<file path="src/sv/msp_pkg.sv">
// Shared types and constants of the multi-axis step pulse generator.
package msp_pkg;

    localparam int NUM_MOTORS = 4;
    localparam int MIDX_W     = (NUM_MOTORS > 1) ? $clog2(NUM_MOTORS) : 1;
    localparam int IDLE_W     = $clog2(NUM_MOTORS + 1);
    localparam int STEPS_W    = 24;
    localparam int CD_W       = 32;
    localparam int IN_DATA_W  = 56;
    localparam int OUT_DATA_W = 56;

    localparam logic [1:0] CMD_TICK   = 2'd0;
    localparam logic [1:0] CMD_MOVE   = 2'd1;
    localparam logic [1:0] CMD_ENABLE = 2'd2;
    localparam logic [1:0] CMD_NONE   = 2'd3;

    localparam logic [1:0] REG_MERGE = 2'd0;
    localparam logic [1:0] REG_HOLD  = 2'd1;

    localparam logic [31:0] MISSED_MAX = 32'hFFFF_FFFF;

    typedef struct packed {
        logic [STEPS_W-1:0] steps;
        logic [STEPS_W-1:0] half;
        logic [CD_W-1:0]    cd;
    } msp_entry_t;

    typedef struct packed {
        logic [CD_W-1:0]    cd1;
        logic               toggle;
        logic               new_level;
        logic [STEPS_W-1:0] steps_new;
        logic [CD_W-1:0]    reload;
    } msp_calc_t;

    typedef enum logic [2:0] {
        ST_IDLE,
        ST_RD,
        ST_EX1,
        ST_EX2,
        ST_SCAN_RD,
        ST_SCAN_CMP,
        ST_FIN,
        ST_DONE
    } msp_state_t;

endpackage

</file>
<file path="src/sv/multi_axis_step_pulse_generator_core.sv">
// Top level: command sequencer around the per-motor state memory.
// Paths from input accept to result: a tick without a service pass, an enable or an unused
// command goes straight to the result state; a move runs a min scan (read, then compare per
// busy motor); a tick with a service pass reads, updates and writes each busy motor.
// One item at a time, the next taken in the cycle after the result loads; it is taken while
// that result waits at the output. Reset (rst_n low, async) idles all motors, drivers off.
module multi_axis_step_pulse_generator_core
    import msp_pkg::*;
(
    input  logic                  clk,
    input  logic                  rst_n,
    input  logic                  s_tvalid,
    output logic                  s_tready,
    // motor[1:0], direction[2], step_count[26:3], full_period[50:27], enable[51]
    input  logic [IN_DATA_W-1:0]  s_tdata,
    // cmd[1:0]
    input  logic [1:0]            s_tuser,
    output logic                  m_tvalid,
    input  logic                  m_tready,
    // step_pins[3:0], dir_pins[7:4], enable_n_pins[11:8], idle_motors[15:12],
    // all_idle_event[16], timer_running[17], missed_steps[49:18]
    output logic [OUT_DATA_W-1:0] m_tdata,
    input  logic                  cfg_valid,
    output logic                  cfg_ready,
    input  logic [1:0]            cfg_index,
    input  logic [15:0]           cfg_data
);

    msp_state_t state_reg, state_next;

    logic [NUM_MOTORS-1:0] busy_reg, step_reg, dir_reg, en_n_reg;
    logic [31:0]           timer_count_reg, match_reg, missed_reg;
    logic                  timer_on_reg, event_reg, have_next_reg, pass_reg;
    logic [IDLE_W-1:0]     last_idle_reg;
    logic [15:0]           merge_reg, hold_reg;
    logic [CD_W-1:0]       next_reg;
    logic [MIDX_W-1:0]     idx_reg;
    msp_entry_t            e1_entry_reg;
    msp_calc_t             e1_calc_reg;
    logic                  m_valid_reg;
    logic [OUT_DATA_W-1:0] m_data_reg;

    logic [MIDX_W-1:0] motor;
    logic              motor_ok;
    logic              accept;
    logic              last_idx;
    logic [31:0]       tick_count;
    logic [CD_W-1:0]   move_cd;
    logic              mem_we;
    logic [MIDX_W-1:0] mem_waddr, mem_raddr;
    msp_entry_t        mem_wdata, mem_rdata;
    msp_calc_t         calc;
    logic [CD_W-1:0]   cd2;
    logic              miss;
    logic [IDLE_W-1:0] idle_cnt;
    logic              load_out;

    assign s_tready  = (state_reg == ST_IDLE);
    assign cfg_ready = 1'b1;
    assign accept    = s_tvalid && s_tready;
    assign motor     = s_tdata[MIDX_W-1:0];
    assign motor_ok  = ({30'd0, s_tdata[1:0]} < NUM_MOTORS);
    assign last_idx  = (idx_reg == MIDX_W'(NUM_MOTORS - 1));
    assign tick_count = timer_count_reg + 32'd1;
    assign move_cd   = timer_count_reg + {16'd0, hold_reg};
    assign load_out  = (state_reg == ST_DONE) && (!m_valid_reg || m_tready);
    assign m_tvalid  = m_valid_reg;
    assign m_tdata   = m_data_reg;

    msp_state_ram u_ram
    (
        .clk   (clk),
        .we    (mem_we),
        .waddr (mem_waddr),
        .wdata (mem_wdata),
        .raddr (mem_raddr),
        .rdata (mem_rdata)
    );

    msp_toggle_calc u_calc
    (
        .entry        (mem_rdata),
        .match_value  (match_reg),
        .merge_window (merge_reg),
        .level        (step_reg[idx_reg]),
        .calc         (calc)
    );

    always_comb
    begin
        cd2  = e1_calc_reg.cd1 + e1_calc_reg.reload;
        miss = e1_calc_reg.toggle && ($signed(cd2) <= 0);
        if (miss)
        begin
            cd2 = e1_calc_reg.reload;
        end
        else if (!e1_calc_reg.toggle)
        begin
            cd2 = e1_calc_reg.cd1;
        end
    end

    always_comb
    begin
        idle_cnt = '0;
        for (int k = 0; k < NUM_MOTORS; k++)
        begin
            idle_cnt = idle_cnt + IDLE_W'(~busy_reg[k]);
        end
    end

    always_comb
    begin
        mem_raddr = idx_reg;
        mem_we    = 1'b0;
        mem_waddr = idx_reg;
        mem_wdata = '{steps: e1_calc_reg.steps_new, half: e1_entry_reg.half, cd: cd2};
        if (state_reg == ST_IDLE)
        begin
            mem_we    = accept && (s_tuser == CMD_MOVE) && motor_ok;
            mem_waddr = motor;
            mem_wdata = '{steps: s_tdata[26:3], half: s_tdata[50:27], cd: move_cd};
        end
        else if (state_reg == ST_EX2)
        begin
            mem_we = 1'b1;
        end
    end

    always_comb
    begin
        state_next = state_reg;
        case (state_reg)
            ST_IDLE:
            begin
                if (accept)
                begin
                    if (s_tuser == CMD_TICK && timer_on_reg && tick_count == match_reg)
                        state_next = ST_RD;
                    else if (s_tuser == CMD_MOVE && motor_ok)
                        state_next = ST_SCAN_RD;
                    else
                        state_next = ST_DONE;
                end
            end
            ST_RD:
            begin
                if (busy_reg[idx_reg])
                    state_next = ST_EX1;
                else if (last_idx)
                    state_next = ST_FIN;
            end
            ST_EX1:      state_next = ST_EX2;
            ST_EX2:      state_next = last_idx ? ST_FIN : ST_RD;
            ST_SCAN_RD:
            begin
                if (busy_reg[idx_reg])
                    state_next = ST_SCAN_CMP;
                else if (last_idx)
                    state_next = ST_FIN;
            end
            ST_SCAN_CMP: state_next = last_idx ? ST_FIN : ST_SCAN_RD;
            ST_FIN:      state_next = ST_DONE;
            ST_DONE:     state_next = load_out ? ST_IDLE : ST_DONE;
            default:     state_next = ST_IDLE;
        endcase
    end

    always_ff @(posedge clk or negedge rst_n)
    begin
        if (!rst_n)
        begin
            state_reg <= ST_IDLE;
        end
        else
        begin
            state_reg <= state_next;
        end
    end

    always_ff @(posedge clk or negedge rst_n)
    begin
        if (!rst_n)
        begin
            m_valid_reg <= 1'b0;
        end
        else if (load_out)
        begin
            m_valid_reg <= 1'b1;
        end
        else if (m_tready)
        begin
            m_valid_reg <= 1'b0;
        end
    end

    always_ff @(posedge clk or negedge rst_n)
    begin
        if (!rst_n)
        begin
            busy_reg        <= '0;
            step_reg        <= '0;
            dir_reg         <= '0;
            en_n_reg        <= '1;
            timer_count_reg <= '0;
            match_reg       <= '0;
            missed_reg      <= '0;
            timer_on_reg    <= 1'b0;
            event_reg       <= 1'b0;
            have_next_reg   <= 1'b0;
            pass_reg        <= 1'b0;
            last_idle_reg   <= IDLE_W'(NUM_MOTORS);
            merge_reg       <= '0;
            hold_reg        <= 16'd1;
            next_reg        <= '0;
            idx_reg         <= '0;
        end
        else
        begin
            if (cfg_valid && cfg_index == REG_MERGE)
                merge_reg <= cfg_data;
            if (cfg_valid && cfg_index == REG_HOLD)
                hold_reg <= cfg_data;

            case (state_reg)
                ST_IDLE:
                begin
                    if (accept)
                    begin
                        event_reg     <= 1'b0;
                        idx_reg       <= '0;
                        have_next_reg <= 1'b0;
                        case (s_tuser)
                            CMD_TICK:
                            begin
                                if (timer_on_reg)
                                    timer_count_reg <= tick_count;
                                pass_reg <= 1'b1;
                            end
                            CMD_MOVE:
                            begin
                                if (motor_ok)
                                begin
                                    en_n_reg[motor] <= 1'b0;
                                    step_reg[motor] <= 1'b0;
                                    dir_reg[motor]  <= s_tdata[2];
                                    busy_reg[motor] <= (s_tdata[26:3] != '0);
                                    next_reg        <= move_cd;
                                end
                                pass_reg <= 1'b0;
                            end
                            CMD_ENABLE:
                            begin
                                if (motor_ok)
                                begin
                                    busy_reg[motor] <= 1'b0;
                                    en_n_reg[motor] <= ~s_tdata[51];
                                    step_reg[motor] <= 1'b0;
                                end
                            end
                            default:
                            begin
                                pass_reg <= 1'b0;
                            end
                        endcase
                    end
                end
                ST_RD, ST_SCAN_RD:
                begin
                    if (!busy_reg[idx_reg] && !last_idx)
                        idx_reg <= idx_reg + MIDX_W'(1);
                end
                ST_EX2:
                begin
                    step_reg[idx_reg] <= e1_calc_reg.new_level;
                    busy_reg[idx_reg] <= (e1_calc_reg.steps_new != '0);
                    if (miss && missed_reg != MISSED_MAX)
                        missed_reg <= missed_reg + 32'd1;
                    if (e1_calc_reg.steps_new != '0)
                    begin
                        if (!have_next_reg || $signed(cd2) < $signed(next_reg))
                            next_reg <= cd2;
                        have_next_reg <= 1'b1;
                    end
                    if (!last_idx)
                        idx_reg <= idx_reg + MIDX_W'(1);
                end
                ST_SCAN_CMP:
                begin
                    if ($signed(mem_rdata.cd) < $signed(next_reg))
                        next_reg <= mem_rdata.cd;
                    if (!last_idx)
                        idx_reg <= idx_reg + MIDX_W'(1);
                end
                ST_FIN:
                begin
                    if (!pass_reg)
                    begin
                        match_reg    <= next_reg;
                        timer_on_reg <= 1'b1;
                    end
                    else if (have_next_reg)
                    begin
                        match_reg       <= next_reg;
                        timer_count_reg <= 32'hFFFF_FFFF;
                        last_idle_reg   <= idle_cnt;
                    end
                    else
                    begin
                        timer_on_reg    <= 1'b0;
                        timer_count_reg <= '0;
                        event_reg       <= (idle_cnt != last_idle_reg);
                        last_idle_reg   <= idle_cnt;
                    end
                end
                default:
                begin
                    idx_reg <= idx_reg;
                end
            endcase
        end
    end

    // Hold the first update stage of the motor being serviced
    always_ff @(posedge clk)
    begin
        if (state_reg == ST_EX1)
        begin
            e1_entry_reg <= mem_rdata;
            e1_calc_reg  <= calc;
        end
    end

    always_ff @(posedge clk)
    begin
        if (load_out)
        begin
            m_data_reg <= {6'd0, missed_reg, timer_on_reg, event_reg, ~busy_reg,
                           en_n_reg, dir_reg, step_reg};
        end
    end

endmodule

</file>
<file path="src/sv/msp_state_ram.sv">
// Per-motor state memory: one write port, one registered read port.
module msp_state_ram
    import msp_pkg::*;
(
    input  logic              clk,
    input  logic              we,
    input  logic [MIDX_W-1:0] waddr,
    input  msp_entry_t        wdata,
    input  logic [MIDX_W-1:0] raddr,
    output msp_entry_t        rdata
);

    msp_entry_t mem [NUM_MOTORS];

    always_ff @(posedge clk)
    begin
        if (we)
        begin
            mem[waddr] <= wdata;
        end
        rdata <= mem[raddr];
    end

endmodule

</file>
<file path="src/sv/msp_toggle_calc.sv">
// First half of a motor update: elapsed interval, toggle decision, reload value.
module msp_toggle_calc
    import msp_pkg::*;
(
    input  msp_entry_t  entry,
    input  logic [31:0] match_value,
    input  logic [15:0] merge_window,
    input  logic        level,
    output msp_calc_t   calc
);

    logic [CD_W-1:0] cd1;
    logic            tog;
    logic            lvl;

    always_comb
    begin
        cd1 = entry.cd - match_value;
        tog = $signed({cd1[CD_W-1], cd1}) <= $signed({17'd0, merge_window});
        lvl = level ^ tog;
        calc.cd1       = cd1;
        calc.toggle    = tog;
        calc.new_level = lvl;
        // drop one step on each falling edge
        calc.steps_new = entry.steps - {{(STEPS_W-1){1'b0}}, tog & ~lvl};
        calc.reload    = {{(CD_W-STEPS_W+1){1'b0}}, entry.half[STEPS_W-1:1]} - 32'd1;
    end

endmodule

</file>
<file path="config.mk">
export PLATFORM = sky130hd
export DESIGN_NAME = multi_axis_step_pulse_generator_core
export DESIGN_NICKNAME = d
export VERILOG_FILES = /design/src/sv/msp_pkg.sv /design/src/sv/multi_axis_step_pulse_generator_core.sv /design/src/sv/msp_state_ram.sv /design/src/sv/msp_toggle_calc.sv
export SDC_FILE = /design/constraint.sdc
export NUM_CORES = 1
export LEC_CHECK = 0
export ABC_AREA = 1
export BUFFER_PORTS_ARGS = -buffer_cell sky130_fd_sc_hd__buf_4
export CAP_MARGIN = 15
export CORE_MARGIN = 2
export CORE_UTILIZATION = 50
export CTS_CLUSTER_SIZE = 14
export DETAILED_ROUTE_END_ITERATION = 6
export PLACE_DENSITY = 0.67
export SLEW_MARGIN = 20
export SYNTH_ARGS = -nofsm -noshare
export SYNTH_HDL_FRONTEND = slang
export SYNTH_SLANG_ARGS = --single-unit
</file>
<file path="constraint.sdc">
create_clock -name clk -period 8.9 [get_ports clk]
set_input_delay 2.67 -clock clk [delete_from_list [all_inputs] [get_ports clk]]
set_output_delay 2.67 -clock clk [all_outputs]
set_load 0.02 [all_outputs]
</file>
==> results_dict.tcl <==
set metrics [dict create \
    synthCells 3907 \
    switching_share 0.442 \
    routabilityCongestion 0.926 \
    ys_seq_elements 739 \
    synth_edf_count 471 \
    p_comb_frac 0.465 \
    die_h_microns 276 \
    synth_async_sr_flop_share 0.256 \
    outcome "finished clean" \
    clk_latency_ps 650 \
    largest_register_ffs 316 \
    ctsRootBufferMaster "clkbuf_16" \
    synth_warnings 0 \
    fin_crit_sh 0.801 \
    hold_path_depth 0 \
    max_freq_ghz 0.140 \
    final_common_cell "nand2_1" \
    routed_wl_microns 95200 \
    reg2reg_depth 34 \
    drc 0 \
    min_path_type "register to register" \
    final_cell_mix "nand2_1 (838), edfxtp_1 (471), inv_1 (430), o21ai_0 (371), nor2_1 (356)" \
    grt_overflow_total 0 \
    ys_seq_area_frac 0.555 \
    drv_slew 0 \
    fin_skew_ps 19.6 \
    firstDrtPassIters 6 \
    ant_nets 0 \
    cts_tree "done" \
    cts_setup_buffers 0 \
    vias 27830 \
    cts.sink_count 739 \
    cts.path.max_buffers 3 \
    p_leak_nw 17.5 \
    ys_types 64 \
    slowest_delay_ps 440 \
    finalHoldViolations 0 \
    path_max_fanout 4 \
    die_area_sq_um 75900 \
    drive_above_1_share 0.0909 \
    grt_antenna_before_repair 0 \
    worst_setup_path_start_kind "register" \
    end_kind "register" \
    rsz0062_at_grt "false" \
    area_delta_synth_final_pct 12.7 \
    path_clk_slew_ps 60 \
    cts_buffers 80 \
    p_int_mw 9.64 \
    start_util 0.505 \
    dominantRegCellSynth "edfxtp_1" \
    syn_area_per_cell_sq_um 9.44 \
    critPathArrivalTime_ps 7500 \
    core_sq_um 73000 \
    dp_hpwl_microns 65800 \
    wl_per_cell_microns 18.8 \
    p_sw_mw 7.65 \
    routed_via_density 5.51 \
    tightest_slew_ps 1190 \
    port_buffers 127 \
    setup_viol 0 \
    fin_hold_ws_ps 445 \
    grt_max_degree 95 \
    seqPwrFrac 0.343 \
    cts_hold_buffers 0 \
    nNetsFinal 4281 \
    cts_max_level 3 \
    grt_pass1_wl_microns 147000 \
    final_core_util 0.569 \
    ir_worst_vdd_mv 0.231 \
    p_per_area_nw_per_um2 416 \
    rows 99 \
    io_pins 140 \
    slew_headroom 0.207 \
    slowest_stage "nor3b_1" \
    antenna_cells 0 \
    drtIter0Drc 2374 \
    maxCapViolCount 0 \
    layout_min_cycle_time_ps 7130 \
    critical_path_required_ps 9280 \
    grtUsageTotal 0.252 \
    netlist_area_sq_um 36900 \
    ctsResizeCount 0 \
    die_w_microns 276 \
    p_clk_frac 0.192 \
    crit_type "register to register" \
    grt_pass1_vias 26248 \
]
[area by class of cell]
class / count / area (sq um)
multi-input cells: 2597 / 14300
repair buffers: 161 / 1230
inverters: 446 / 1680
fillers: 6242 / 31400
well taps: 959 / 1200
flip-flops and latches: 739 / 20500
clock inverters: 45 / 450
clock buffers: 104 / 2210
[cells in the mapped netlist, drive strengths merged (15+ instances only)]
cell type	number	area, sq um
nand4	37	238
o211ai	28	210
o221ai	21	184
nor2	377	1490
a31oi	15	93.8
dfxtp	79	1580
nor3	46	245
o21ai	374	1870
nand2	847	3210
edfxtp	471	14100
nand3	143	741
ha	171	2140
o22ai	98	613
a21oi	135	679
inv	441	1660
xnor2	43	377
xor2	132	1160
clkbuf	114	428
buf	16	92.6
dfrtp	183	4580
nor4	27	169
[layer usage]
metal	up-vias	GRT usage	wire (microns)
met5	-	0	0
met4	0	0.0762	2640
met3	155	0.0342	5770
met2	811	0.401	43800
met1	13362	0.360	43000
li1	13502	-	-
[through the flow]
step	setup slack (ps)	cells	setup TNS (ps)	total power, mW	area (sq um)
CTS	1800	5051	0	17.2	41500
finish	1770	5051	0	17.3	41500
global route	932	5051	0	18.6	41500
detailed placement	1880	4902	0	13.9	38900
global placement	1900	4902	0	13.7	38900
floorplan	-251	3912	-79210	11.3	36900
[final timing paths]
| path | start | end | slack [ps] |
|---|---|---|---|
| worst max-delay path | match_reg[0] | e1_calc_reg[54] | 1770 |
| worst min-delay path | dir_reg[1] | m_tdata[5] | 450 |
| worst max register to register | match_reg[0] | e1_calc_reg[54] | 1770 |
| worst min register to register | dir_reg[1] | m_tdata[5] | 450 |
| max in group asynchronous | rst_n | idx_reg[0] | 5460 |
| min in group asynchronous | rst_n | hold_reg[6] | 2040 |
[worst max-delay path: cells and delay by family (launching register included)]
| family | cells | cell delay [ps] |
|---|---|---|
| AND/OR/NAND/NOR | 12 | 2160 |
| AO/OA/AOI/OAI | 8 | 1650 |
| adder cells (fa/ha/maj) | 6 | 1560 |
| buffers and inverters | 6 | 530 |
| XOR/XNOR | 2 | 530 |
| flip-flops | 1 | 400 |
[power by group through the flow]
stage	logic [mW]	clock network [mW]	registers (mW)
after floorplan	5.48	0	5.77
after global placement	7.76	0	5.95
after detailed placement	7.89	0	5.96
after CTS	7.96	3.38	5.91
after global routing	9.01	3.51	6.04
final	8.05	3.32	5.93
[kinds of logic (layout without fill, tap and decap cells)]
kind of cell | after synthesis | in the layout | synth area share
adders and majority gates | 175 | 175 | 0.0602
AOI/OAI and AO/OA | 728 | 728 | 0.111
other | 2 | 7 | 0.000204
DFF | 739 | 739 | 0.555
buffers and inverters | 576 | 756 | 0.0596
xor gates and xnor gates | 175 | 175 | 0.0416
muxes | 3 | 3 | 0.000916
and+or+nand+nor | 1509 | 1509 | 0.171
No activity file was read; power rests on OpenSTA's default activity.
